===== src/hw/rtl/saa_pkg.sv =====
`default_nettype none

package saa_pkg;

    // operation codes
    typedef enum logic [1:0] {
        FUNC_ADD = 2'd0,
        FUNC_SUB = 2'd1,
        FUNC_MUL = 2'd2,
        FUNC_DIV = 2'd3
    } t_func;

    // controller states
    typedef enum logic [1:0] {
        S_IDLE,
        S_RUN,
        S_DONE
    } t_state;

    // controller to datapath
    typedef struct packed {
        logic load;
        logic step;
        logic out_load;
    } t_dp_cmd;

    // datapath to controller
    typedef struct packed {
        logic quick;
        logic last;
    } t_dp_stat;

endpackage

`default_nettype wire


===== src/hw/rtl/shift_add_subtract_alu.sv =====
// add, subtract and divide by zero take a single step in the run state, multiply and divide
// take one step per operand bit; the result is then loaded into the output register once
// the output side is free; the single shared adder does every step, so a new item is only
// accepted while idle or as the previous result is handed over
// reset (synchronous, active low) clears the controller and the output valid flag
`default_nettype none

module shift_add_subtract_alu #(
    parameter int DATA_WIDTH = 32
) (
    input  wire                          i_clk,
    input  wire                          i_rst_n,
    input  wire                          i_valid,
    output logic                         o_ready,
    input  wire  [1:0]                   i_func,
    input  wire  signed [DATA_WIDTH-1:0] i_operand_a,
    input  wire  signed [DATA_WIDTH-1:0] i_operand_b,
    output logic                         o_valid,
    input  wire                          i_ready,
    output logic signed [DATA_WIDTH-1:0] o_result,
    output logic                         o_divide_by_zero
);

    saa_pkg::t_dp_cmd  cmd;
    saa_pkg::t_dp_stat stat;

    // sequencer
    saa_ctrl u_ctrl (
        .i_clk   (i_clk),
        .i_rst_n (i_rst_n),
        .i_valid (i_valid),
        .o_ready (o_ready),
        .o_valid (o_valid),
        .i_ready (i_ready),
        .i_stat  (stat),
        .o_cmd   (cmd)
    );

    // arithmetic datapath
    saa_dp #(
        .DATA_WIDTH (DATA_WIDTH)
    ) u_dp (
        .i_clk            (i_clk),
        .i_cmd            (cmd),
        .o_stat           (stat),
        .i_func           (i_func),
        .i_operand_a      (i_operand_a),
        .i_operand_b      (i_operand_b),
        .o_result         (o_result),
        .o_divide_by_zero (o_divide_by_zero)
    );

endmodule

`default_nettype wire


===== src/hw/rtl/saa_dp.sv =====
`default_nettype none

module saa_dp #(
    parameter int DATA_WIDTH = 32
) (
    input  wire                         i_clk,
    input  wire  saa_pkg::t_dp_cmd      i_cmd,
    output saa_pkg::t_dp_stat           o_stat,
    input  wire  [1:0]                  i_func,
    input  wire  signed [DATA_WIDTH-1:0] i_operand_a,
    input  wire  signed [DATA_WIDTH-1:0] i_operand_b,
    output logic signed [DATA_WIDTH-1:0] o_result,
    output logic                        o_divide_by_zero
);

    localparam int IW = (DATA_WIDTH > 1) ? $clog2(DATA_WIDTH) : 1;
    localparam logic [IW-1:0] LAST_IDX = IW'(DATA_WIDTH - 1);

    // working registers
    saa_pkg::t_func          r_func;
    logic [DATA_WIDTH-1:0]   r_a;
    logic [DATA_WIDTH-1:0]   r_b;
    logic [DATA_WIDTH-1:0]   r_acc;
    logic [IW-1:0]           r_idx;

    logic [DATA_WIDTH-1:0]   n_a;
    logic [DATA_WIDTH-1:0]   n_b;
    logic [DATA_WIDTH-1:0]   n_acc;

    logic [DATA_WIDTH-1:0]   add_x;
    logic [DATA_WIDTH-1:0]   add_y;
    logic                    add_sub;
    logic [DATA_WIDTH-1:0]   add_sum;
    logic [DATA_WIDTH-1:0]   a_asr;
    logic                    div_ge;
    logic                    b_zero;

    assign b_zero = (r_b == '0);

    // dividend shifted down by the current bit position, compared signed
    assign a_asr  = DATA_WIDTH'($signed(r_a) >>> r_idx);
    assign div_ge = ($signed(a_asr) >= $signed(r_b));

    // shared adder
    assign add_sum = add_x + (add_y ^ {DATA_WIDTH{add_sub}}) + DATA_WIDTH'(add_sub);

    // operand selection for the adder
    always_comb begin
        add_x   = r_a;
        add_y   = r_b;
        add_sub = 1'b0;
        unique case (r_func)
            saa_pkg::FUNC_ADD: begin
                add_x   = r_a;
                add_y   = r_b;
                add_sub = 1'b0;
            end
            saa_pkg::FUNC_SUB: begin
                add_x   = r_a;
                add_y   = r_b;
                add_sub = 1'b1;
            end
            saa_pkg::FUNC_MUL: begin
                add_x   = r_acc;
                add_y   = r_a;
                add_sub = 1'b0;
            end
            saa_pkg::FUNC_DIV: begin
                add_x   = r_a;
                add_y   = r_b << r_idx;
                add_sub = 1'b1;
            end
            default: begin
                add_x   = r_a;
                add_y   = r_b;
                add_sub = 1'b0;
            end
        endcase
    end

    // one iteration of the selected operation
    always_comb begin
        n_a   = r_a;
        n_b   = r_b;
        n_acc = r_acc;
        unique case (r_func)
            saa_pkg::FUNC_ADD,
            saa_pkg::FUNC_SUB: begin
                n_acc = add_sum;
            end
            saa_pkg::FUNC_MUL: begin
                if (r_b[0]) begin
                    n_acc = add_sum;
                end
                n_a = r_a << 1;
                n_b = r_b >> 1;
            end
            saa_pkg::FUNC_DIV: begin
                if (b_zero) begin
                    n_acc = '1;
                end else if (div_ge) begin
                    n_a          = add_sum;
                    n_acc[r_idx] = 1'b1;
                end
            end
            default: begin
                n_acc = r_acc;
            end
        endcase
    end

    // working register update
    always_ff @(posedge i_clk) begin
        if (i_cmd.load) begin
            r_func <= saa_pkg::t_func'(i_func);
            r_a    <= i_operand_a;
            r_b    <= i_operand_b;
            r_acc  <= '0;
            r_idx  <= LAST_IDX;
        end else if (i_cmd.step) begin
            r_a   <= n_a;
            r_b   <= n_b;
            r_acc <= n_acc;
            r_idx <= r_idx - 1'b1;
        end
    end

    // output register
    always_ff @(posedge i_clk) begin
        if (i_cmd.out_load) begin
            o_result         <= r_acc;
            o_divide_by_zero <= (r_func == saa_pkg::FUNC_DIV) && b_zero;
        end
    end

    // status
    assign o_stat.quick = (r_func == saa_pkg::FUNC_ADD) || (r_func == saa_pkg::FUNC_SUB)
                          || ((r_func == saa_pkg::FUNC_DIV) && b_zero);
    assign o_stat.last  = (r_idx == '0);

endmodule

`default_nettype wire


===== src/hw/rtl/saa_ctrl.sv =====
`default_nettype none

module saa_ctrl (
    input  wire                i_clk,
    input  wire                i_rst_n,
    input  wire                i_valid,
    output logic               o_ready,
    output logic               o_valid,
    input  wire                i_ready,
    input  wire saa_pkg::t_dp_stat i_stat,
    output saa_pkg::t_dp_cmd   o_cmd
);

    saa_pkg::t_state r_state;
    saa_pkg::t_state n_state;
    logic            r_out_valid;
    logic            n_out_valid;
    logic            out_free;

    assign out_free = !r_out_valid || i_ready;

    // state register
    always_ff @(posedge i_clk) begin
        if (!i_rst_n) begin
            r_state     <= saa_pkg::S_IDLE;
            r_out_valid <= 1'b0;
        end else begin
            r_state     <= n_state;
            r_out_valid <= n_out_valid;
        end
    end

    // next state and commands
    always_comb begin
        n_state        = r_state;
        o_ready        = 1'b0;
        o_cmd.load     = 1'b0;
        o_cmd.step     = 1'b0;
        o_cmd.out_load = 1'b0;
        unique case (r_state)
            saa_pkg::S_IDLE: begin
                o_ready = 1'b1;
                if (i_valid) begin
                    o_cmd.load = 1'b1;
                    n_state    = saa_pkg::S_RUN;
                end
            end
            saa_pkg::S_RUN: begin
                o_cmd.step = 1'b1;
                if (i_stat.quick || i_stat.last) begin
                    n_state = saa_pkg::S_DONE;
                end
            end
            saa_pkg::S_DONE: begin
                // hand the result over and take the next item in the same cycle
                if (out_free) begin
                    o_cmd.out_load = 1'b1;
                    o_ready        = 1'b1;
                    if (i_valid) begin
                        o_cmd.load = 1'b1;
                        n_state    = saa_pkg::S_RUN;
                    end else begin
                        n_state = saa_pkg::S_IDLE;
                    end
                end
            end
            default: begin
                n_state = saa_pkg::S_IDLE;
            end
        endcase
    end

    // output valid flag
    always_comb begin
        n_out_valid = r_out_valid;
        if (o_cmd.out_load) begin
            n_out_valid = 1'b1;
        end else if (i_ready) begin
            n_out_valid = 1'b0;
        end
    end

    assign o_valid = r_out_valid;

endmodule

`default_nettype wire


===== config.mk =====
export PLATFORM = sky130hd
export DESIGN_NAME = shift_add_subtract_alu
export DESIGN_NICKNAME = d
export VERILOG_FILES = /design/src/hw/rtl/saa_pkg.sv /design/src/hw/rtl/shift_add_subtract_alu.sv /design/src/hw/rtl/saa_dp.sv /design/src/hw/rtl/saa_ctrl.sv
export SDC_FILE = /design/constraint.sdc
export NUM_CORES = 1
export LEC_CHECK = 0
export BUFFER_PORTS_ARGS = -buffer_cell sky130_fd_sc_hd__clkbuf_2
export CAP_MARGIN = 20
export CORE_MARGIN = 5
export CORE_UTILIZATION = 50
export CTS_CLUSTER_DIAMETER = 30
export DETAILED_ROUTE_END_ITERATION = 12
export PLACE_DENSITY = 0.76
export SETUP_SLACK_MARGIN = 0.1
export SYNTH_ARGS = -nofsm -noshare
export SYNTH_HDL_FRONTEND = slang
export SYNTH_SLANG_ARGS = --single-unit

===== constraint.sdc =====
create_clock -name i_clk -period 6.83 [get_ports i_clk]
set_input_delay 1.0245 -clock i_clk [delete_from_list [all_inputs] [get_ports i_clk]]
set_output_delay 1.0245 -clock i_clk [all_outputs]
set_load 0.03 [all_outputs]

==> flow_summary.json <==
{
  "dp_slack_ps": 1113,
  "fmax_mhz": 171.1,
  "yosysWarnings": 0,
  "wl_per_cell_um": 22.91,
  "cpPeakStageDelay_ps": 1030,
  "start_util": 0.5043,
  "cts-hold-fix-buffers": 0,
  "rsz0062_at_grt": "false",
  "path_cells": "mux2_2, nor2_1, a21oi_1, mux2_2, o21ai_0, o21ai_0, ha_1, and3_1, a221oi_1, o21ai_0, a21oi_1, o22ai_1, a211oi_1, nand2_1, a21o_1, buf_4",
  "finalSetupViolations": 0,
  "grt_pass1_wl_um": 65880,
  "dpl.hpwl_um": 31150,
  "synth_edf_count": 99,
  "cp_common_cell": "o21ai_0",
  "die_height_um": 168.9,
  "grt_usage": 0.2929,
  "clk-insertion-delay-late_ps": 450,
  "cts_setup_buffers": 0,
  "synth_fp_nets": 1647,
  "synth_common_cells": "239 x nand2_1, 139 x o21ai_0, 121 x a21oi_1",
  "drc": 0,
  "slowest_stage": "dfxtp_4",
  "diodes": 0,
  "reg2reg_slack_ps": 990,
  "post_cts_resized": 0,
  "setup_ws_ps": 985.8,
  "yosysTopAreaCell": "edfxtp_1",
  "timing.rr.end": "u_dp.r_a[14]",
  "crit_family": "compound AO/OA/AOI/OAI gates",
  "clockBufferDepth": 2,
  "grt_overflow_total": 0,
  "critical_path_class": "flop to flop",
  "r2r_start": "u_dp.r_idx[1]",
  "gp_congestion": 0.9818,
  "hold_class": "flop to flop",
  "end_kind": "flop",
  "first_global_vias": 11380,
  "wirelength_um": 43150,
  "post-route-min-period_ps": 5844,
  "synthCells": 1510,
  "grt_max_degree": 86,
  "seq_area_frac_synth": 0.2989,
  "core_area_um2": 25040,
  "min_path_cells": 0,
  "synth_most_common_cell": "nand2_1",
  "htreeDepth": 4,
  "num_vias": 12155,
  "ys_ff_latch": 139,
  "reg2reg_depth": 16,
  "cts_tree": "built",
  "drtIter0Drc": 1533,
  "avgSynthCellArea_um2": 8.361,
  "synth_flop_cell": "edfxtp_1",
  "pwr_density_cell_nw_per_um2": 268.9,
  "clkSlewWorstSetupHoldPaths_ps": 70,
  "worst-slew-pin-transition_ps": 1115,
  "netlist_area_um2": 12630,
  "synthTopCellsByArea": "edfxtp_1 24%, nand2_1 7.1%, ha_1 6.5%, dfxtp_1 6.3%, mux2i_1 6.1%",
  "cts_num_sinks": 139,
  "antenna_found_initial": 0,
  "design.die.area_um2": 28530,
  "fin_worst_skew_ps": 13.43,
  "path_max_fanout": 85,
  "cp.required_ps": 7020,
  "cts_root_buffer": "clkbuf_16",
  "hold_viol_final": 0,
  "holdPathEnd": "u_dp.o_result[25]",
  "drv_cap": 0,
  "postRouteAntennaNets": 0,
  "slew_headroom": 0.2522,
  "viasPerCell": 6.455,
  "setup_tns_ps": 0,
  "yosysTopAreaCellShare": 0.2355,
  "dr.pass1.iters": 5,
  "critPathLaunchType": "flop",
  "cp_num_buf_inv": 1,
  "cts_buffers": 17,
  "async_reset_ff_frac": 0,
  "yosysUniqueCellTypes": 72,
  "p_leak_nw": 5.713,
  "syn_to_final_growth_pct": 10.51,
  "layout-drive-gt1-share": 0.1674,
  "nNetsFinal": 1677,
  "fp-row-count": 58,
  "io_pins": 105,
  "die_w_um": 168.9,
  "status": "complete, no violations",
  "io_buffers": 104,
  "min_from": "u_dp.r_acc[25]",
  "period_share": 0.8557,
  "irDropWorstVdd_mv": 0.1602,
  "cp.arrival_ps": 6030,
  "maxSlewViolCount": 0
}
==> routing by layer <==
layer  up-vias  wire length (um)  GRT usage
li1       5604                 -          -
met2       650             19710     0.4609
met3       123              3730    0.05208
met4         0              1678     0.1246
met5         -                 0          0
met1      5778             18030     0.3981
==> placed cells by master (no fill, tap or decap), types with 17 or more instances in the layout <==
| master | n |
|---|---|
| nand2_1 | 238 |
| o21ai_0 | 138 |
| a21oi_1 | 120 |
| nor2_1 | 111 |
| clkbuf_2 | 104 |
| edfxtp_1 | 99 |
| mux2i_1 | 77 |
| ha_1 | 66 |
| mux2_2 | 52 |
| inv_1 | 39 |
| xnor2_1 | 38 |
| dfxtp_1 | 37 |
| nand3_1 | 33 |
| a31oi_1 | 28 |
| mux4_2 | 27 |
| xor2_1 | 27 |
| a21o_1 | 27 |
| a211oi_1 | 25 |
| o221ai_1 | 24 |
| buf_4 | 19 |
| nor3_1 | 18 |
| nand2b_1 | 17 |
| clkbuf_16 | 17 |
==> sequential cells by signal (all words and copies together), names as in the netlist <==
signal / cells
u_ctrl.r_state: 2
u_dp.r_idx: 5
u_dp.r_a: 32
u_ctrl.o_valid: 1
u_dp.o_divide_by_zero: 1
u_dp.o_result: 32
u_dp.r_b: 32
u_dp.r_acc: 32
u_dp.r_func: 2
==> report_power, final <==
group | switching, mW | internal, mW
clock | 0.438 | 0.596
sequential | 0.170 | 1.02
combinational | 0.899 | 0.626
total | 1.51 | 2.25
==> cells by family after synthesis <==
logic type / after synthesis / synth area share
adders and majority gates: 67 / 0.06699
buffers and inverters: 156 / 0.04895
AOI/OAI and AO/OA: 436 / 0.2122
DFF: 139 / 0.2989
and+or+nand+nor: 490 / 0.1712
muxes: 157 / 0.1567
xor gates and xnor gates: 65 / 0.04509
==> worst max-delay path by stage <==
| stage | start | end | slack (ps) | cells past startpoint |
|---|---|---|---|---|
| 2_1_floorplan | u_dp.r_idx[1] | u_dp.r_a[0] | 2300 | 16 |
| 3_3_place_gp | u_dp.r_idx[1] | u_dp.r_a[23] | 1310 | 15 |
| 3_5_place_dp | u_dp.r_idx[1] | u_dp.r_a[23] | 1110 | 16 |
| 4_1_cts | u_dp.r_idx[1] | u_dp.r_a[17] | 1110 | 16 |
| 5_1_grt | u_dp.r_idx[1] | u_dp.r_a[17] | 830 | 15 |
| 6_report | u_dp.r_idx[1] | u_dp.r_a[14] | 990 | 16 |
==> layout make-up <==
| type | instances | area, um2 |
|---|---|---|
| tap | 330 | 412.9 |
| fill | 2300 | 11080 |
| sequential | 139 | 3780 |
| multi-input combinational | 1215 | 8262 |
| clock buffer | 19 | 442.9 |
| clock inverter | 13 | 178.9 |
| timing repair buffer | 125 | 718.2 |
| inverter | 42 | 158.9 |
==> per-stage QoR <==
step | total power [mW] | instance area [um2] | hold WS, ps | util | instances
after floorplan | 2.257 | 12630 | 422.5 | - | 1510
after global placement | 2.645 | 13280 | 451.2 | 0.5303 | 1849
after detailed placement | 2.670 | 13280 | 449.3 | 0.5303 | 1849
after CTS | 3.699 | 13900 | 469.5 | 0.5551 | 1881
after global routing | 3.928 | 13950 | 480.9 | 0.5573 | 1883
final | 3.752 | 13950 | 471.7 | 0.5573 | 1883
(Power assumes the default switching activity.)
